<file path="src/hw/rtl/kf_pkg.sv">
// Shared types, constants and helper functions for the angle Kalman filter.
`default_nettype none
package kf_pkg;

    localparam int CFG_W      = 24;
    localparam int CFG_IDX_W  = 2;
    localparam int DIV_CYCLES = 28;  // 56 quotient bits, two per cycle
    localparam int DIV_CNT_W  = 5;

    localparam logic OP_UPDATE    = 1'b0;
    localparam logic OP_SET_ANGLE = 1'b1;

    localparam logic [CFG_IDX_W-1:0] REG_ANGLE_NOISE = 2'd0;
    localparam logic [CFG_IDX_W-1:0] REG_BIAS_NOISE  = 2'd1;
    localparam logic [CFG_IDX_W-1:0] REG_MEAS_NOISE  = 2'd2;

    localparam logic [CFG_W-1:0] ANGLE_NOISE_RST = 24'd16777;
    localparam logic [CFG_W-1:0] BIAS_NOISE_RST  = 24'd50332;
    localparam logic [CFG_W-1:0] MEAS_NOISE_RST  = 24'd503316;

    typedef enum logic [3:0] {
        ST_IDLE,
        ST_MUL,
        ST_ACC,
        ST_DIV_INIT,
        ST_DIV_RUN,
        ST_GAIN,
        ST_DONE
    } kf_state_t;

    typedef enum logic [3:0] {
        STEP_RATE,
        STEP_DTBB,
        STEP_INNER,
        STEP_BIAS_NOISE,
        STEP_ANGLE_CORR,
        STEP_BIAS_CORR,
        STEP_AA_CORR,
        STEP_AB_CORR,
        STEP_BA_CORR,
        STEP_BB_CORR
    } kf_step_t;

    typedef struct packed {
        logic     load;
        logic     set_angle;
        logic     mul;
        logic     acc;
        kf_step_t step;
        logic     div_init;
        logic     div_step;
        logic     gain;
        logic     out_load;
    } kf_cmd_t;

    typedef struct packed {
        logic out_full;
    } kf_stat_t;

    function automatic logic signed [31:0] sat32(input logic signed [67:0] x);
        logic signed [31:0] r;
        if (x > 68'sd2147483647) begin
            r = 32'sh7FFFFFFF;
        end else if (x < -68'sd2147483648) begin
            r = 32'sh80000000;
        end else begin
            r = x[31:0];
        end
        return r;
    endfunction

    // Saturates a signed quotient given as magnitude and sign.
    function automatic logic signed [31:0] gain_sat(input logic [55:0] q, input logic neg,
                                                    input logic zero);
        logic signed [31:0] r;
        if (zero) begin
            r = '0;
        end else if (!neg) begin
            r = (q > 56'd2147483647) ? 32'sh7FFFFFFF : q[31:0];
        end else begin
            r = (q > 56'd2147483648) ? 32'sh80000000 : -q[31:0];
        end
        return r;
    endfunction

endpackage
`default_nettype wire

</file>
<file path="src/hw/rtl/kf_ctrl.sv">
// Sequencer that steps the filter datapath through prediction, gains and correction.
`default_nettype none
module kf_ctrl (
    input  wire logic            aclk,
    input  wire logic            aresetn,
    input  wire logic            s_valid,
    input  wire logic            s_op,
    output logic                 s_ready,
    input  wire logic            m_ready,
    input  wire kf_pkg::kf_stat_t stat,
    output kf_pkg::kf_cmd_t      cmd
);
    import kf_pkg::*;

    kf_state_t state_reg, state_next;
    kf_step_t  step_reg, step_next;
    logic [DIV_CNT_W-1:0] cnt_reg, cnt_next;

    always_ff @(posedge aclk) begin
        if (!aresetn) begin
            state_reg <= ST_IDLE;
            step_reg  <= STEP_RATE;
            cnt_reg   <= '0;
        end else begin
            state_reg <= state_next;
            step_reg  <= step_next;
            cnt_reg   <= cnt_next;
        end
    end

    always_comb begin
        state_next = state_reg;
        step_next  = step_reg;
        cnt_next   = cnt_reg;
        case (state_reg)
            ST_IDLE: begin
                if (s_valid) begin
                    state_next = (s_op == OP_SET_ANGLE) ? ST_DONE : ST_MUL;
                    step_next  = STEP_RATE;
                end
            end
            ST_MUL: state_next = ST_ACC;
            ST_ACC: begin
                if (step_reg == STEP_BIAS_NOISE) begin
                    state_next = ST_DIV_INIT;
                    step_next  = kf_step_t'(step_reg + 4'd1);
                end else if (step_reg == STEP_BB_CORR) begin
                    state_next = ST_DONE;
                    step_next  = STEP_RATE;
                end else begin
                    state_next = ST_MUL;
                    step_next  = kf_step_t'(step_reg + 4'd1);
                end
            end
            ST_DIV_INIT: begin
                state_next = ST_DIV_RUN;
                cnt_next   = '0;
            end
            ST_DIV_RUN: begin
                cnt_next = cnt_reg + 1'b1;
                if (cnt_reg == DIV_CNT_W'(DIV_CYCLES - 1)) begin
                    state_next = ST_GAIN;
                end
            end
            ST_GAIN: state_next = ST_MUL;
            ST_DONE: begin
                if (!stat.out_full || m_ready) begin
                    state_next = ST_IDLE;
                end
            end
            default: state_next = ST_IDLE;
        endcase
    end

    always_comb begin
        cmd       = '0;
        cmd.step  = step_reg;
        s_ready   = 1'b0;
        case (state_reg)
            ST_IDLE: begin
                s_ready       = 1'b1;
                cmd.load      = s_valid;
                cmd.set_angle = s_valid && (s_op == OP_SET_ANGLE);
            end
            ST_MUL:      cmd.mul      = 1'b1;
            ST_ACC:      cmd.acc      = 1'b1;
            ST_DIV_INIT: cmd.div_init = 1'b1;
            ST_DIV_RUN:  cmd.div_step = 1'b1;
            ST_GAIN:     cmd.gain     = 1'b1;
            ST_DONE:     cmd.out_load = !stat.out_full || m_ready;
            default:     cmd = '0;
        endcase
    end

endmodule
`default_nettype wire

</file>
<file path="config.mk">
export PLATFORM = sky130hd
export DESIGN_NAME = kf_ctrl
export DESIGN_NICKNAME = d
export VERILOG_FILES = /design/src/hw/rtl/kf_pkg.sv /design/src/hw/rtl/kf_ctrl.sv
export SDC_FILE = /design/constraint.sdc
export NUM_CORES = 1
export LEC_CHECK = 0
export ABC_CLOCK_PERIOD_IN_PS = 2700
export BUFFER_PORTS_ARGS = -buffer_cell sky130_fd_sc_hd__buf_2
export CORE_MARGIN = 10
export CORE_UTILIZATION = 55
export DETAILED_ROUTE_END_ITERATION = 6
export HOLD_SLACK_MARGIN = 0.15
export PLACE_DENSITY = 0.8
export SYNTH_ARGS = -nofsm -noshare
export SYNTH_HDL_FRONTEND = slang
export SYNTH_SLANG_ARGS = --single-unit
export TNS_END_PERCENT = 50
</file>
<file path="constraint.sdc">
create_clock -name aclk -period 2.7 [get_ports aclk]
set_input_delay 0.405 -clock aclk [delete_from_list [all_inputs] [get_ports aclk]]
set_output_delay 0.405 -clock aclk [all_outputs]
set_load 0.01 [all_outputs]
</file>
==> out/metrics.csv, run 1 <==
stage;metric;value;unit
logic_synthesis;ys.flop_type;dfxtp_1;
cts;clkSlewWorstSetupHoldPaths;0.07;ns
critical_path;cp-end-kind;output port;
critical_path;required;2.30;ns
cts;post_cts.repair.setup_buffers;0;
sta;tightest_slew;0.597;ns
sta;rsz0062_at_grt;no;
logic_synthesis;synthTopCellsByCount;12 x dfxtp_1, 6 x clkbuf_1, 6 x nand3_1, 6 x nor2_1, 6 x o21ai_0;
sta;setup_viol;0;
cts;clock_latency;0.27;ns
job;maxCapViolations;0;
logic_synthesis;seq_area_frac_synth;30.4;%
cts;clock-sinks;12;
route;drcViolationCount;0;
grt;antenna_found_initial;0;
route;ant_nets;0;
floorplan;rows;13;
sta;hold_ws;0.431;ns
cts;numCtsBuffers;3;
logic_synthesis;synth.top_cell.area_share;30.4;%
sta;maxSlewHeadroom;60.2;%
sta;finalClockSkew;0.00115;ns
floorplan;boundaryPins;19;
logic_synthesis;async_reset_ff_share;0;%
floorplan;dieWidth;57.9;µm
cts;cts_resized;0;
sta;setup-tns-final;0;ns
logic_synthesis;syn-instance-count;100;
logic_synthesis;ys_seq_elements;12;
sta;maxSlewViolCount;0;
critical_path;worstSetupPathType;register to output port;
floorplan;core_area;1330;µm²
placed_design;io_buffers;18;
route;wl_per_cell;14.4;µm
logic_synthesis;synth_cell_types;37;
sta;fin_crit;2.09;ns
logic_synthesis;synth_most_common_cell;dfxtp_1;
placed_design;gp_congestion;0.811;
final_layout;antenna_cells;0;
worst_hold_path;hold_path.class;primary input to register;
route;drtIter0Drc;24;
final_layout;fillers;129;
sta;fin_ws;0.614;ns
sta;fmax;479;MHz
grt;grt_pass1_vias;704;
cts;hold_buffers;0;
critical_path;cp_max_fo;21;
placed_design;pre_cts_ws;0.922;ns
grt;grt_max_degree;22;
final_layout;multiInputGateArea;497;µm²
final_layout;drive_gt1_share;21.1;%
grt;overflow;0;
logic_synthesis;yosysTopAreaCell;dfxtp_1;
pwr;peakVddDrop;0.000354;V
cts;cts_buffer_depth;2;
logic_synthesis;netlist_area;791;µm²
pwr;powerDensity;494;nW/µm²
logic_synthesis;syn_area_per_cell;7.91;µm²
route;vias;788;
cts;htree_num_levels;1;
route;drt_wl_total;1860;µm
logic_synthesis;yosysWarningCount;0;
cts;cts_tree;yes;
pwr;power.leakage;0.378;nW
placed_design;hpwl;1430;µm
logic_synthesis;synth_edf_count;0;
logic_synthesis;ys_top_cells_by_area;dfxtp_1 30%, ha_1 4.7%, and2_1 4.0%;
floorplan;die_area;3350;µm²
final_layout;largest_reg_flops;5;
cts;cts_root_buffer;clkbuf_4;
final_layout;seqCellArea;240;µm²
floorplan;start_util;59.3;%
floorplan;die_h;57.9;µm
grt;grt_pass1_wl;3160;µm
critical_path;critPathArrivalTime;1.68;ns
final_layout;area_growth_syn_to_layout;13.1;%
route;via_per_inst;6.11;
sta;finalCritPeriodShare;77.3;%
route;drt_first_pass_iters;4;
sta;hold_violations;0;
status;status;finished, final reports clean;
grt;grtUsageTotal;11.3;%
logic_synthesis;syn_nets;109;
final_layout;final_nets;125;
critical_path;start_kind;register;
==> power breakdown <==
part	total, mW	switching (mW)	internal [mW]
Sequential	0.214	0.0269	0.188
Combinational	0.117	0.0671	0.0501
Clock	0.110	0.0585	0.0516
==> worst paths after layout <==
kind,start,to,slack (ns),cells after the start
worst max-delay path,state_reg[1]$_SDFFE_PN0P_,cmd[10],0.61,4
worst min-delay path,aresetn,state_reg[1]$_SDFFE_PN0P_,0.43,3
worst max register to register,state_reg[1]$_SDFFE_PN0P_,step_reg[3]$_SDFFE_PN0P_,0.98,3
worst min register to register,cnt_reg[4]$_SDFFE_PN0P_,cnt_reg[4]$_SDFFE_PN0P_,0.48,1
==> logic make-up (layout without fill, tap and decap cells) <==
logic type | count (synthesis) | in the layout | synth area share (%)
fa+ha+maj | 3 | 3 | 4.75
buf+inv | 14 | 28 | 6.80
mux | 2 | 2 | 3.16
compound gates | 23 | 23 | 20.1
flops | 12 | 12 | 30.4
simple gates | 46 | 46 | 34.8
==> per-stage QoR <==
stage	instances	instance area, µm²	util, %	total power [mW]
2_1_floorplan	100	791	-	0.299
3_3_place_gp	126	872	65.4	0.332
3_5_place_dp	126	872	65.4	0.336
4_1_cts	129	895	67.1	0.445
5_1_grt	129	895	67.1	0.470
6_report	129	895	67.1	0.442
==> per-layer routing <==
layer  vias up  GRT usage (%)  wire, µm
met5         -              0         0
met4         0           6.04        37
met3         4           3.05       130
met2        28           15.6       756
met1       355           15.3       931
li1        401              -         -
==> worst max-delay path: stages, from the launching register on <==
cell,delay [ns]
dfxtp_1,0.70
inv_1,0.22
and3_1,0.21
and2_1,0.14
buf_2,0.13
==> layout by cell type, fill, tap and decap left out <==
cell type and instances:
a2111o_1 1, a211oi_2 1, a21oi_1 5, a221oi_1 2
a311o_1 1, a31oi_1 2, and2_1 5, and3_1 2
and4b_1 1, buf_2 18, clkbuf_4 3, clkinv_1 1
dfxtp_1 12, ha_1 3, inv_1 5, inv_2 1
mux2_4 1, mux2i_1 1, nand2_1 4, nand2b_1 2
nand3_1 6, nand3b_1 3, nand4_1 2, nand4b_1 3
nor2_1 6, nor2b_1 4, nor3_1 2, nor4_1 2
nor4bb_1 1, o2111ai_1 2, o21a_1 1, o21ai_0 6
o22ai_1 1, o41ai_1 1, or2_1 1, or3b_1 1
or4_1 1
==> final cells by class <==
class / instances / area share, %
multi-input cells: 74 / 55.5
flip-flops and latches: 12 / 26.9
well taps: 15 / 2.10
repair buffers: 18 / 10.1
clock buffers: 3 / 2.52
inverters: 7 / 2.94
No activity file was read; power rests on OpenSTA's default activity.
==> run 2, diff against run 1 <==
ABC_CLOCK_PERIOD_IN_PS = 1750   (was 2700)
CORE_UTILIZATION = 46   (was 55)
PLACE_DENSITY = 0.71   (was 0.8)
clock period = 1.75 ns   (was 2.7 ns; I/O delays follow)
==> run 2 against run 1 <==
Clock-buffer cell count grew 1. Sequential share of layout area shrank 1.0 points. Largest cell class unchanged. Combinational power grew 86%. Via count grew 1.3%.
==> out/metrics.csv, run 2 (same netlist as run 1, synthesis figures left out) <==
stage;metric;value;unit;change
placed_design;io_buffers;18;;unchanged
pwr;power.leakage;0.404;nW;+7.0%
floorplan;die_h;61.5;µm;+6.1%
sta;fmax;602;MHz;
cts;cts_buffer_depth;2;;unchanged
critical_path;path_buf_inv;2;;unchanged
sta;hold_ws;0.288;ns;-0.143 ns
grt;grt_max_degree;17;;-23%
final_layout;fin_area;940;µm²;+5.0%
sta;hold_violations;0;;unchanged
critical_path;cp-end-kind;output port;;
floorplan;boundaryPins;19;;unchanged
placed_design;gp_congestion;0.793;;-2.2%
sta;rsz0062_at_grt;no;;
floorplan;core_area;1560;µm²;+17%
grt;grt_pass1_vias;721;;+2.4%
floorplan;die_area;3780;µm²;+13%
sta;finalCritPeriodShare;94.9;%;
sta;maxSlewViolCount;0;;unchanged
final_layout;fillers;159;;+23%
route;via_per_inst;5.96;;-2.5%
cts;clkSlewWorstSetupHoldPaths;0.07;ns;about the same
final_layout;final_nets;128;;+2.4%
route;vias;798;;+1.3%
final_layout;largest_reg_flops;5;;unchanged
grt;grtUsageTotal;11.2;%;-0.070 points
grt;grt_pass1_wl;3260;µm;+3.3%
sta;setup-tns-final;0;ns;unchanged
route;drcViolationCount;0;;unchanged
route;drt_first_pass_iters;4;;unchanged
sta;tightest_slew;0.369;ns;-0.227 ns
sta;finalClockSkew;0.00295;ns;+0.00180 ns
cts;htree_num_levels;1;;unchanged
final_layout;area_growth_syn_to_layout;18.8;%;
cts;cts_tree;yes;;
worst_hold_path;hold_path.class;primary input to register;;
cts;cts_root_buffer;clkbuf_4;;
route;wl_per_cell;14.7;µm;+2.0%
critical_path;crit_family;flip-flops;;
sta;setup_viol;0;;unchanged
critical_path;cp_max_fo;16;;-24%
sta;maxSlewHeadroom;75.4;%;+15 points
pwr;peakVddDrop;0.000465;V;+31%
final_layout;drive_gt1_share;27.1;%;+6.1 points
critical_path;required;1.49;ns;-0.81 ns
route;ant_nets;0;;unchanged
critical_path;critPathArrivalTime;1.40;ns;-0.28 ns
sta;fin_crit;1.66;ns;
route;drtIter0Drc;23;;-4.2%
status;status;finished, final reports clean;;
floorplan;start_util;50.7;%;-8.6 points
sta;fin_ws;0.0891;ns;-0.524 ns
final_layout;final_cell_mix;18 x buf_2, 10 x dfxtp_1, 6 x nand3_1, 6 x o21ai_0;;
cts;hold_buffers;0;;unchanged
final_layout;mostFrequentLayoutCell;buf_2;;
route;drt_wl_total;1970;µm;+6.0%
grt;overflow;0;;unchanged
placed_design;place_area;896;µm²;+2.7%
floorplan;rows;14;;+1
placed_design;pre_cts_ws;0.183;ns;-0.739 ns
cts;numCtsBuffers;3;;unchanged
critical_path;crit_path_cell_trace;buf_4, nand3_1, and2_1, buf_2;;
floorplan;dieWidth;61.5;µm;+6.1%
grt;antenna_found_initial;0;;unchanged
critical_path;worstSetupPathType;register to output port;;
critical_path;cpPeakStageDelay;0.43;ns;-0.27 ns
critical_path;crit_slowest_cell;dfxtp_1;;
critical_path;start_kind;register;;
placed_design;hpwl;1550;µm;+7.9%
pwr;powerDensity;806;nW/µm²;+63%
cts;clock-sinks;12;;unchanged
job;maxCapViolations;0;;unchanged
cts;clock_latency;0.28;ns;about the same
final_layout;antenna_cells;0;;unchanged
[run 2: per-layer routing]
| metal | track usage, % | vias to the layer above | wire (µm) |
|---|---|---|---|
| met5 | 0 | - | 0 |
| met4 | 3.82 | 0 | 10 |
| met3 | 4.12 | 2 | 132 |
| met2 | 19.5 | 16 | 988 |
| met1 | 12.4 | 373 | 835 |
| li1 | - | 407 | - |
[run 2: layout make-up]
type                            count  area, µm²  share of cell area (%)
Tap cell                           16       20.0                    2.13
Sequential cell                    12        243                    25.8
Inverter                            7       26.3                    2.80
Timing Repair Buffer               21        113                    12.0
Multi-Input combinational cell     74        502                    53.4
Clock buffer                        4       36.3                    3.86
[run 2: worst min-delay path: stages]
cell	delay [ns]
buf_2	0.13
nand2b_1	0.07
mux2i_1	0.06
[run 2: path summary, 6_finish.rpt]
| path | end | startpoint | cells after the start | slack [ns] |
|---|---|---|---|---|
| worst max-delay path | cmd[5] | state_reg[1]$_SDFFE_PN0P_ | 4 | 0.09 |
| worst min-delay path | cnt_reg[3]$_SDFFE_PN0P_ | aresetn | 3 | 0.29 |
| worst max register to register | state_reg[2]$_SDFFE_PN0P_ | step_reg[1]$_SDFFE_PN0P_ | 5 | 0.17 |
| worst min register to register | cnt_reg[4]$_SDFFE_PN0P_ | cnt_reg[4]$_SDFFE_PN0P_ | 1 | 0.48 |
[run 2: per-stage QoR]
stage | utilization (%) | total power [mW] | instances
final | 60.3 | 0.757 | 134
after global routing | 60.3 | 0.803 | 134
after CTS | 60.0 | 0.759 | 134
after detailed placement | 57.5 | 0.533 | 130
after global placement | 57.5 | 0.529 | 130
after floorplan | - | 0.462 | 100
[run 2: power breakdown]
group          internal [mW]  total (mW)  switching (mW)  leakage, nW
combinational         0.0922       0.218           0.125        0.285
sequential             0.291       0.317          0.0255       0.0981
clock                  0.127       0.223          0.0962       0.0210
[run 2: what timing repair did]
item	in CTS	in global routing
setup endpoints to repair	1	1
gates resized for setup	1	3
buffers inserted	0	0
==> run 3, diff against run 2 <==
CAP_MARGIN = 20   (was not set)
GPL_TIMING_DRIVEN = 0   (was not set)
SETUP_SLACK_MARGIN = 0.2   (was not set)
==> run 3 against run 2 <==
Register-to-register slack better by 0.05 ns. Critical path depth unchanged. Via count up 15%. Maximum frequency up 4.7%. Sequential share of layout area down 5.5 points. Critical path type unchanged. Critical endpoint is now cmd[2].
==> out/metrics.csv, run 3 (same netlist as run 1, synthesis figures left out) <==
stage;metric;value;unit;change
grt;overflow;0;;unchanged
floorplan;boundaryPins;19;;unchanged
route;vias;914;;+15%
placed_design;place_area;901;µm²;+0.56%
floorplan;core_area;1560;µm²;unchanged
floorplan;dieWidth;61.5;µm;unchanged
floorplan;die_h;61.5;µm;unchanged
cts;clock_latency;0.29;ns;about the same
route;via_per_inst;5.86;;-1.6%
route;drcViolationCount;0;;unchanged
critical_path;required;1.49;ns;about the same
cts;htree_num_levels;1;;unchanged
worst_hold_path;worstHoldStart;aresetn;;
final_layout;antenna_cells;0;;unchanged
critical_path;cp-end-kind;output port;;
job;maxCapViolations;0;;unchanged
grt;grtUsageTotal;13.6;%;+2.4 points
sta;finalClockSkew;0.00634;ns;+0.00339 ns
critical_path;startpoint;state_reg[2]$_SDFFE_PN0P_;;
placed_design;gp_congestion;0.806;;+1.8%
worst_hold_path;hold_path.class;primary input to register;;
sta;setup-tns-final;0;ns;unchanged
cts;numCtsBuffers;3;;unchanged
status;status;finished, final reports clean;;
sta;tightest_slew;0.514;ns;+0.145 ns
final_layout;final_nets;150;;+17%
sta;maxSlewHeadroom;65.7;%;-9.6 points
placed_design;io_buffers;18;;unchanged
sta;rsz0062_at_grt;yes;;
floorplan;rows;14;;unchanged
critical_path;path_buf_inv;3;;+1
route;drt_wl_total;2610;µm;+33%
pwr;peakVddDrop;0.000662;V;+42%
sta;fin_crit;1.59;ns;-0.0746 ns
critical_path;worstSetupPathType;register to output port;;
final_layout;final_cell_mix;16 x buf_2, 15 x buf_4, 8 x dfxtp_1, 6 x o21ai_0;;
critical_path;crit_slowest_cell;dfxtp_4;;
sta;hold_violations;0;;unchanged
critical_path;cpPeakStageDelay;0.39;ns;-0.04 ns
critical_path;crit_path_cell_trace;or3b_1, buf_6, inv_4, buf_6;;
cts;clock-sinks;12;;unchanged
critical_path;start_kind;register;;
sta;hold_ws;0.290;ns;+0.00176 ns
sta;maxSlewViolCount;0;;unchanged
route;ant_nets;0;;unchanged
critical_path;r2r_start;state_reg[1]$_SDFFE_PN0P_;;
critical_path;crit_family;flip-flops;;
route;drtIter0Drc;33;;+43%
critical_path;cp_max_fo;5;;-11
cts;cts_root_buffer;clkbuf_4;;
final_layout;mostFrequentLayoutCell;buf_2;;
cts;clkSlewWorstSetupHoldPaths;0.09;ns;+0.02 ns
final_layout;drive_gt1_share;44.3;%;+17 points
cts;cts_tree;yes;;
placed_design;hpwl;1510;µm;-2.3%
sta;fmax;630;MHz;+4.7%
route;drt_first_pass_iters;4;;unchanged
final_layout;final_core_util;78.3;%;+18 points
grt;grt_max_degree;11;;-6
cts;cts_buffer_depth;2;;unchanged
grt;grt_pass1_wl;3870;µm;+19%
final_layout;largest_reg_flops;5;;unchanged
route;wl_per_cell;16.7;µm;+14%
cts;hold_buffers;0;;unchanged
pwr;powerDensity;798;nW/µm²;-1.0%
critical_path;cp_common_cell;buf_6;;
final_layout;fin_area;1220;µm²;+30%
floorplan;die_area;3780;µm²;unchanged
grt;grt_pass1_vias;836;;+16%
pwr;power.leakage;0.531;nW;+31%
sta;setup_viol;0;;unchanged
critical_path;critPathArrivalTime;1.32;ns;-0.08 ns
sta;finalCritPeriodShare;90.6;%;-4.3 points
grt;antenna_found_initial;0;;unchanged
final_layout;area_growth_syn_to_layout;54.3;%;
floorplan;start_util;50.7;%;unchanged
final_layout;fillers;105;;-34%
run 3: metal layers:
layer / up-vias / GRT usage [%] / wire length [µm]
met5: - / 0 / 0
li1: 452 / - / -
met4: 0 / 9.24 / 88
met1: 411 / 16.6 / 1100
met2: 39 / 20.6 / 1250
met3: 12 / 3.50 / 175
run 3: path summary, 6_finish.rpt:
check | endpoint | slack [ns] | depth (start not counted)
worst max-delay path | cmd[2] | 0.16 | 4
worst min-delay path | cnt_reg[3]$_SDFFE_PN0P_ | 0.29 | 3
worst max register to register | state_reg[1]$_SDFFE_PN0P_ | 0.22 | 6
worst min register to register | cnt_reg[4]$_SDFFE_PN0P_ | 0.50 | 1
run 3: area by class of cell:
type	count	area, µm²	area share, %
buffer	7	95.1	7.79
clock buffer	4	36.3	2.97
inverter	7	28.8	2.36
multi-input combinational	74	542	44.4
sequential	12	248	20.3
tap	16	20.0	1.64
timing repair buffer	36	250	20.5
run 3: per-stage QoR:
step / total power [mW] / setup slack, ns / instances
floorplan: 0.462 / 0.287 / 100
global placement: 0.532 / -0.0513 / 134
detailed placement: 0.536 / -0.0925 / 134
CTS: 0.914 / 0.179 / 153
global route: 1.02 / 0.113 / 156
finish: 0.973 / 0.164 / 156
run 3: where the power goes:
part | switching, mW | internal (mW) | leakage, nW
combinational | 0.194 | 0.229 | 0.411
sequential | 0.0212 | 0.293 | 0.0992
clock | 0.110 | 0.127 | 0.0210
total | 0.325 | 0.648 | 0.531
run 3: timing repair:
| item | in CTS | in global routing |
|---|---|---|
| resized for setup | 26 | 17 |
| setup endpoints to repair | 13 | 14 |
| setup buffers | 13 | 3 |
| pin swaps | 5 | 3 |
| gates cloned | 2 | 0 |
run 3: worst min-delay path, stage by stage:
cell      delay, ns
buf_2          0.13
nand2b_1       0.07
mux2i_1        0.06
